$ cat src/hw/rtl/lmrs_pkg.sv
`timescale 1ns / 1ps
// ----------------------------------------------------------------------------
// LED matrix row scanner package
// Shared widths, reset values, register indexes and the scan stage record.
// ----------------------------------------------------------------------------
package lmrs_pkg;

   // Default geometry of the matrix.
   localparam int DEFAULT_COLUMN_BYTES = 320;
   localparam int DEFAULT_ROWS         = 7;

   // Field widths.
   localparam int ROW_W      = 3;
   localparam int BYTE_W     = 8;
   localparam int ADDRESS_W  = 16;
   localparam int CSR_INDEX_W = 8;
   localparam int CSR_DATA_W = 8;

   // Input item kinds.
   localparam logic ACTION_TICK  = 1'b0;
   localparam logic ACTION_WRITE = 1'b1;

   // Configuration register indexes.
   localparam logic [CSR_INDEX_W-1:0] CSR_BRIGHTNESS = 8'd0;
   localparam logic [CSR_INDEX_W-1:0] CSR_ENABLE     = 8'd1;

   // Configuration reset values.
   localparam logic [BYTE_W-1:0] BRIGHTNESS_RESET = 8'd20;
   localparam logic              ENABLE_RESET     = 1'b1;

   // Row number of the first row.
   localparam logic [ROW_W-1:0] FIRST_ROW = 3'd1;

   // One scan step waiting for its frame buffer byte.
   typedef struct packed {
      logic             use_mem;   // data comes from the frame buffer byte
      logic [2:0]       bit_sel;   // bit of that byte, row minus one
      logic             data;      // data when it does not come from memory
      logic             pulse;
      logic             blank;
      logic [ROW_W-1:0] row;
   } scan_step_type;

endpackage

$ cat src/hw/rtl/lmrs_ram.sv
`timescale 1ns / 1ps
// ----------------------------------------------------------------------------
// Generic RAM
// One write port and one read port, with the read data registered.
// ----------------------------------------------------------------------------
module lmrs_ram #(
   parameter int WIDTH = 8,
   parameter int DEPTH = 320,
   localparam int AW   = (DEPTH > 1) ? $clog2(DEPTH) : 1
) (
   input  logic             clock,
   input  logic             wr_en,
   input  logic [AW-1:0]    wr_addr,
   input  logic [WIDTH-1:0] wr_data,
   input  logic             rd_en,
   input  logic [AW-1:0]    rd_addr,
   output logic [WIDTH-1:0] rd_data
);

   logic [WIDTH-1:0] mem_ff [DEPTH];
   logic [WIDTH-1:0] rd_data_ff;

   // Write port.
   always_ff @(posedge clock) begin
      if (wr_en) begin
         mem_ff[wr_addr] <= wr_data;
      end
   end

   // Read port; the output holds while no read is issued.
   always_ff @(posedge clock) begin
      if (rd_en) begin
         rd_data_ff <= mem_ff[rd_addr];
      end
   end

   assign rd_data = rd_data_ff;

endmodule

$ cat src/hw/rtl/led_matrix_row_scanner.sv
`timescale 1ns / 1ps
// ----------------------------------------------------------------------------
// LED matrix row scanner
// Scans a multiplexed LED matrix from a frame buffer held in RAM.
// ----------------------------------------------------------------------------
//
//   channel  direction  handshake        carries
//   req      in         valid / stall    action, address, write_value
//   rsp      out        valid / stall    serial_data, shift_pulse,
//                                        display_blank, row_number
//   csr      in         valid / ready    index, write_data
//
// One item is accepted per cycle while req_stall is low. A shifting tick reads its
// frame buffer byte at the accept edge and its result passes the RAM read register
// and then the output register. Write items produce no result.
// After reset a clearing pass zeroes the frame buffer, one byte per cycle;
// req_stall is high during it, csr writes go on.
// While the output register waits, one further tick is held in the read stage.
//
module led_matrix_row_scanner #(
   parameter int COLUMN_BYTES = lmrs_pkg::DEFAULT_COLUMN_BYTES,
   parameter int ROWS         = lmrs_pkg::DEFAULT_ROWS
) (
   input  logic                               clock,
   input  logic                               reset,
   // Input items.
   input  logic                               req_valid,
   output logic                               req_stall,
   input  logic                               req_action,
   input  logic [lmrs_pkg::ADDRESS_W-1:0]     req_address,
   input  logic [lmrs_pkg::BYTE_W-1:0]        req_write_value,
   // Result items.
   output logic                               rsp_valid,
   input  logic                               rsp_stall,
   output logic                               rsp_serial_data,
   output logic                               rsp_shift_pulse,
   output logic                               rsp_display_blank,
   output logic [lmrs_pkg::ROW_W-1:0]         rsp_row_number,
   // Configuration writes.
   input  logic                               csr_valid,
   output logic                               csr_ready,
   input  logic [lmrs_pkg::CSR_INDEX_W-1:0]   csr_index,
   input  logic [lmrs_pkg::CSR_DATA_W-1:0]    csr_write_data
);

   import lmrs_pkg::*;

   localparam int BitCount = COLUMN_BYTES + 3;
   localparam int PosW     = $clog2(BitCount);
   localparam int AddrW    = (COLUMN_BYTES > 1) ? $clog2(COLUMN_BYTES) : 1;

   // Configuration registers.
   logic [BYTE_W-1:0] brightness_ff, brightness_in;
   logic              enable_ff, enable_in;

   // Scan state.
   logic [ROW_W-1:0]  row_ff, row_in;
   logic [PosW-1:0]   pos_ff, pos_in;
   logic              lit_ff, lit_in;
   logic [BYTE_W-1:0] dwell_ff, dwell_in;

   // Clearing pass.
   logic              clearing_ff, clearing_in;
   logic [AddrW-1:0]  clear_cnt_ff, clear_cnt_in;

   // Read stage and output register.
   logic          s1_valid_ff, s1_valid_in;
   scan_step_type s1_ff, s1_in;
   logic          out_valid_ff, out_valid_in;
   logic          out_data_ff, out_data_in;
   logic          out_pulse_ff, out_pulse_in;
   logic          out_blank_ff, out_blank_in;
   logic [ROW_W-1:0] out_row_ff, out_row_in;

   // RAM ports.
   logic              ram_wr_en;
   logic [AddrW-1:0]  ram_wr_addr;
   logic [BYTE_W-1:0] ram_wr_data;
   logic              ram_rd_en;
   logic [BYTE_W-1:0] ram_rd_data;

   // Handshake terms.
   logic s1_adv;
   logic req_accept;
   logic tick_accept;
   logic write_accept;
   logic addr_in_range;
   logic [ROW_W-1:0] row_next;

   assign csr_ready = 1'b1;

   // The read stage moves on when the output register is free or drains.
   assign s1_adv       = s1_valid_ff && (!out_valid_ff || !rsp_stall);
   assign req_stall    = clearing_ff || (s1_valid_ff && !s1_adv);
   assign req_accept   = req_valid && !req_stall;
   assign tick_accept  = req_accept && (req_action == ACTION_TICK);
   assign write_accept = req_accept && (req_action == ACTION_WRITE);
   assign addr_in_range = req_address < ADDRESS_W'(COLUMN_BYTES);

   // Row sequence from the first row up to ROWS, then back to the first row.
   assign row_next = (row_ff >= ROW_W'(ROWS)) ? FIRST_ROW : row_ff + 1'b1;

   // Frame buffer: the clearing pass owns the write port until it ends.
   always_comb begin
      if (clearing_ff) begin
         ram_wr_en   = 1'b1;
         ram_wr_addr = clear_cnt_ff;
         ram_wr_data = '0;
      end else begin
         ram_wr_en   = write_accept && addr_in_range;
         ram_wr_addr = req_address[AddrW-1:0];
         ram_wr_data = req_write_value;
      end
   end

   assign ram_rd_en = tick_accept && enable_ff && !lit_ff &&
                      (pos_ff < PosW'(COLUMN_BYTES));

   lmrs_ram #(
      .WIDTH (BYTE_W),
      .DEPTH (COLUMN_BYTES)
   ) u_frame_buffer (
      .clock   (clock),
      .wr_en   (ram_wr_en),
      .wr_addr (ram_wr_addr),
      .wr_data (ram_wr_data),
      .rd_en   (ram_rd_en),
      .rd_addr (pos_ff[AddrW-1:0]),
      .rd_data (ram_rd_data)
   );

   // Clearing pass sequencing.
   always_comb begin
      clearing_in  = clearing_ff;
      clear_cnt_in = clear_cnt_ff;
      if (clearing_ff) begin
         if (clear_cnt_ff == AddrW'(COLUMN_BYTES - 1)) begin
            clearing_in = 1'b0;
         end else begin
            clear_cnt_in = clear_cnt_ff + 1'b1;
         end
      end
   end

   // Configuration writes.
   always_comb begin
      brightness_in = brightness_ff;
      enable_in     = enable_ff;
      if (csr_valid && csr_ready) begin
         case (csr_index)
            CSR_BRIGHTNESS: brightness_in = csr_write_data;
            CSR_ENABLE:     enable_in     = csr_write_data[0];
            default: ;
         endcase
      end
   end

   // Scan step: next state and the record of this tick's result.
   always_comb begin
      row_in   = row_ff;
      pos_in   = pos_ff;
      lit_in   = lit_ff;
      dwell_in = dwell_ff;

      s1_in.use_mem = 1'b0;
      s1_in.bit_sel = 3'(row_ff - 1'b1);
      s1_in.data    = 1'b0;
      s1_in.pulse   = 1'b0;
      s1_in.blank   = 1'b1;
      s1_in.row     = row_ff;

      if (tick_accept) begin
         if (!enable_ff) begin
            // Disabled: stay blanked and step the row.
            pos_in   = '0;
            lit_in   = 1'b0;
            dwell_in = '0;
            row_in   = row_next;
         end else if (!lit_ff) begin
            // Shifting: column bits, then the row number's three bits.
            s1_in.pulse = 1'b1;
            if (pos_ff < PosW'(COLUMN_BYTES)) begin
               s1_in.use_mem = 1'b1;
            end else if (pos_ff == PosW'(COLUMN_BYTES)) begin
               s1_in.data = row_ff[2];
            end else if (pos_ff == PosW'(COLUMN_BYTES + 1)) begin
               s1_in.data = row_ff[1];
            end else begin
               s1_in.data = row_ff[0];
            end
            if (pos_ff == PosW'(BitCount - 1)) begin
               pos_in   = '0;
               lit_in   = 1'b1;
               dwell_in = (brightness_ff == '0) ? BYTE_W'(1) : brightness_ff;
            end else begin
               pos_in = pos_ff + 1'b1;
            end
         end else begin
            // Lit: count down the dwell, then move to the next row.
            s1_in.blank = 1'b0;
            if (dwell_ff <= BYTE_W'(1)) begin
               dwell_in = '0;
               lit_in   = 1'b0;
               row_in   = row_next;
            end else begin
               dwell_in = dwell_ff - 1'b1;
            end
         end
      end
   end

   // Read stage and output register flow.
   always_comb begin
      s1_valid_in  = tick_accept || (s1_valid_ff && !s1_adv);
      out_valid_in = s1_adv || (out_valid_ff && rsp_stall);
      out_data_in  = out_data_ff;
      out_pulse_in = out_pulse_ff;
      out_blank_in = out_blank_ff;
      out_row_in   = out_row_ff;
      if (s1_adv) begin
         out_data_in  = s1_ff.use_mem ? !ram_rd_data[s1_ff.bit_sel] : s1_ff.data;
         out_pulse_in = s1_ff.pulse;
         out_blank_in = s1_ff.blank;
         out_row_in   = s1_ff.row;
      end
   end

   // Control registers.
   always_ff @(posedge clock) begin
      if (reset) begin
         brightness_ff <= BRIGHTNESS_RESET;
         enable_ff     <= ENABLE_RESET;
         row_ff        <= FIRST_ROW;
         pos_ff        <= '0;
         lit_ff        <= 1'b0;
         dwell_ff      <= '0;
         clearing_ff   <= 1'b1;
         clear_cnt_ff  <= '0;
         s1_valid_ff   <= 1'b0;
         out_valid_ff  <= 1'b0;
      end else begin
         brightness_ff <= brightness_in;
         enable_ff     <= enable_in;
         row_ff        <= row_in;
         pos_ff        <= pos_in;
         lit_ff        <= lit_in;
         dwell_ff      <= dwell_in;
         clearing_ff   <= clearing_in;
         clear_cnt_ff  <= clear_cnt_in;
         s1_valid_ff   <= s1_valid_in;
         out_valid_ff  <= out_valid_in;
      end
   end

   // Payload registers.
   always_ff @(posedge clock) begin
      if (tick_accept) begin
         s1_ff <= s1_in;
      end
      out_data_ff  <= out_data_in;
      out_pulse_ff <= out_pulse_in;
      out_blank_ff <= out_blank_in;
      out_row_ff   <= out_row_in;
   end

   assign rsp_valid         = out_valid_ff;
   assign rsp_serial_data   = out_data_ff;
   assign rsp_shift_pulse   = out_pulse_ff;
   assign rsp_display_blank = out_blank_ff;
   assign rsp_row_number    = out_row_ff;

endmodule
$ cat config.mk
export PLATFORM = sky130hd
export DESIGN_NAME = led_matrix_row_scanner
export DESIGN_NICKNAME = d
export VERILOG_FILES = /design/src/hw/rtl/lmrs_pkg.sv /design/src/hw/rtl/lmrs_ram.sv /design/src/hw/rtl/led_matrix_row_scanner.sv
export SDC_FILE = /design/constraint.sdc
export NUM_CORES = 2
export LEC_CHECK = 0
export ABC_AREA = 1
export BUFFER_PORTS_ARGS = -buffer_cell sky130_fd_sc_hd__clkbuf_2
export CAP_MARGIN = 5
export CELL_PAD_IN_SITES_DETAIL_PLACEMENT = 0
export CELL_PAD_IN_SITES_GLOBAL_PLACEMENT = 1
export CORE_MARGIN = 4
export CORE_UTILIZATION = 35
export CTS_CLUSTER_SIZE = 30
export DETAILED_ROUTE_END_ITERATION = 7
export PLACE_DENSITY_LB_ADDON = 0.3
export SLEW_MARGIN = 5
export SYNTH_ARGS = -nofsm -noshare
export SYNTH_HDL_FRONTEND = slang
export SYNTH_HIERARCHICAL = 1
export SYNTH_SLANG_ARGS = --single-unit
$ cat constraint.sdc
create_clock -name clock -period 13.9 [get_ports clock]
set_input_delay 1.39 -clock clock [delete_from_list [all_inputs] [get_ports clock]]
set_output_delay 1.39 -clock clock [all_outputs]
set_load 0.01 [all_outputs]
==> run summary <==
Top cell type's share of synthesized area: 72.6%
Final WL: 314000 um
Setup TNS: 0 ns
Post-CTS sizing: 0
Worst VDD drop: 90.4 uV
GPL Wtd Cong: 0.796
Int Pwr: 12800 uW
Status: finished clean
Initial drt markers: 7239
Crit path max fanout: 131
Share of post-route cells with drive strength above 1: 6.59%
Post-Route Skew: 0.0568 ns
Core area: 303000 um^2
Vias: 69.7k
GR Overflow Total: 0
Largest net degree at the start of global routing: 212
Initial antenna violation count: 6
Sequential Power Share: 53.9%
Fin crit share: 39.2%
Clock transition at path regs: 0.06 ns
Num rows: 202
Die span in x: 560 um
LEAKAGE: 0.0408 uW
WL/cell: 24.0 um
Post-CTS Hold Buffers: 0
Comb pwr share: 0.5%
Most numerous cell in the Yosys netlist: edfxtp_1
#FFs+latches synth: 2626
Post-synth top flop: edfxtp_1
PD cells: 134 nW/um^2
Net switching power figure: 3140 uW
Syn. warnings: 6
Hold Fails Final Rpt: 0
I/O pin total: 55
F_max: 184 MHz
Cells after Synth: 9054
Largest cells by area after synthesis: edfxtp_1 73%, nand3_1 10%, nand2_1 8.3%, nor2_1 2.3%, o21ai_0 1.3%
Async set or reset register ratio after synthesis: 0%
Total CTS buffers: 286
Critical Path RT: 14.62 ns
CTS max path bufs: 4
Post-layout net count: 8928
Synth Cell Area: 107000 um^2
DRC viols: 0
Port Buffers: 53
Worst EP arrival: 6.16 ns
GRT Total Usage: 19.3%
Footprint of the multi-input gates: 25300 um^2
Sink Count: 2626
Synth cell types: 35
Final ANT Viol Nets: 0
DRT Pass-1 Iters: 8
Dpl ws: 8.49 ns
Max-slew violation count: 0
Clock root cell: clkbuf_16
Hold crit path type: register to register
Max Cap Violations: 0
Setup violators final: 0
Critical path capture point type: register
Worst Tran Pin Value: 1.23 ns
Slew headroom: 17.8%
Vias/cell: 5.33
Mapped Nets: 9110
Clock Latency Late Sink: 0.87 ns
Cell taking the most area after synthesis: edfxtp_1
Die area: 314000 um^2
Switching Share: 19.7%
Hpwl dp: 168000 um
Die H: 560 um
CP Class: register to register
Worst setup margin: 8.46 ns
First-pass GRT wire length: 458000 um
RSZ-0062 raised after global routing: no
Storage cell area: 78500 um^2
Initial Util: 35.2%
Fillers: 28.8k
Synth top cells by count: 2584 x edfxtp_1, 2358 x nand2_1, 2199 x nand3_1
Clk pwr share: 45.6%
CTS tree: yes
Setup crit start kind: register
Vias in the first global route: 67.4k
Minimum clock period: 5.44 ns
Htree depth: 5
Area grow syn2layout: 11.5%
Mean Syn Cell Area: 11.8 um^2
Total setup buffers inserted after CTS: 0
Share of the yosys chip area belonging to registers: 73.4%
Number of synthesized flops with an enable pin: 2584
==> worst paths after layout <==
path,from,to,slack (ns),cells past startpoint
max,pos_ff[0],u_frame_buffer/rd_data[1],8.46,14
min,s1_ff[4],rsp_shift_pulse,0.42,0
max reg2reg,pos_ff[0],u_frame_buffer/rd_data[1],8.46,14
min reg2reg,s1_ff[4],rsp_shift_pulse,0.42,0
==> placed cells by master (no fill, tap or decap), types with 4 or more instances in the layout <==
| cell | instances |
|---|---|
| inv_2 | 5 |
| a21oi_1 | 26 |
| bufinv_16 | 15 |
| nor2_1 | 652 |
| xor2_1 | 4 |
| inv_1 | 78 |
| nand3_1 | 2199 |
| nor2_4 | 11 |
| edfxtp_1 | 2584 |
| dfxtp_4 | 5 |
| nor3_1 | 12 |
| clkinv_1 | 49 |
| buf_4 | 86 |
| o22ai_1 | 127 |
| o21ai_0 | 280 |
| nand4_1 | 7 |
| buf_12 | 16 |
| diode_2 | 4 |
| ha_1 | 10 |
| clkinv_2 | 45 |
| clkinvlp_4 | 13 |
| clkbuf_1 | 70 |
| o21ai_1 | 4 |
| clkbuf_16 | 296 |
| inv_8 | 4 |
| dfxtp_1 | 36 |
| clkbuf_2 | 53 |
| nand2_2 | 21 |
| nand2_1 | 2343 |
| inv_6 | 12 |
==> per-layer routing <==
metal  global-route usage [%]  vias to the layer above  share of wire, %
met5                        0                        -            0.0041
met4                     5.84                        2               2.9
met3                     2.89                      465               6.5
met2                     31.7                     2289                48
met1                     26.4                    35100                43
li1                         -                    31900                 -
==> power by group through the flow <==
stage | clock (uW) | sequential (uW) | combinational, uW
floorplan | 0 | 8740 | 30.7
global placement | 0 | 8740 | 81.9
detailed placement | 0 | 8740 | 81.1
CTS | 7410 | 8570 | 81.2
global route | 7750 | 8570 | 84.3
finish | 7260 | 8570 | 81.1
==> cell type report <==
| class | count | share of cell area (%) |
|---|---|---|
| clock inverter | 136 | 0.932 |
| clock buffer | 367 | 6.45 |
| inverter | 90 | 0.312 |
| timing repair buffer | 155 | 1.03 |
| multi-input combinational | 5713 | 21.2 |
| tap | 3978 | 4.18 |
| antenna | 4 | 0.00840 |
| sequential | 2626 | 65.9 |
==> kinds of logic after synthesis <==
| kind of cell | Yosys count | share of synthesized area (%) |
|---|---|---|
| AND/OR/NAND/NOR | 5258 | 21.2 |
| adder cells (fa/ha/maj) | 10 | 0.117 |
| AO/OA/AOI/OAI | 440 | 2.22 |
| buffers and inverters | 715 | 3.03 |
| other | 1 | 0.00351 |
| flip-flops | 2626 | 73.4 |
| XOR/XNOR | 4 | 0.0328 |
==> through the flow <==
stage               utilization [%]  total power [uW]  instance area (um^2)  hold slack [ns]  instances
finish                         39.3             15900                119000            0.421      13100
global route                   39.3             16400                119000            0.439      13100
CTS                            39.3             16100                119000            0.424      13100
detailed placement             36.4              8820                110000            0.410      12600
global placement               36.4              8820                110000            0.420      12600
floorplan                         -              8770                107000            0.400       9054
==> worst max-delay path, stage by stage, from the launching register on <==
cell and delay [ns]:
dfxtp_4 0.49, inv_8 0.68, buf_4 0.75, buf_4 0.52, buf_4 0.78, nand2_1 0.11
nand3_1 0.11, nand3_1 0.11, nand3_1 0.17, nand3_1 0.10, nand3_1 0.30, nand3_1 0.29
nand3_1 0.46, nand3_1 0.14, nand2_1 0.08
==> registers in the layout, summed over array words and instances (netlist names), 3 cells and up <==
| name | count |
|---|---|
| u_frame_buffer/mem_ff | 2560 |
| s1_ff | 10 |
| clear_cnt_ff | 9 |
| pos_ff | 9 |
| brightness_ff | 8 |
| dwell_ff | 8 |
| u_frame_buffer/rd_data | 8 |
| row_ff | 3 |
| rsp_row_number | 3 |
Power figures use the tool's default switching activity.
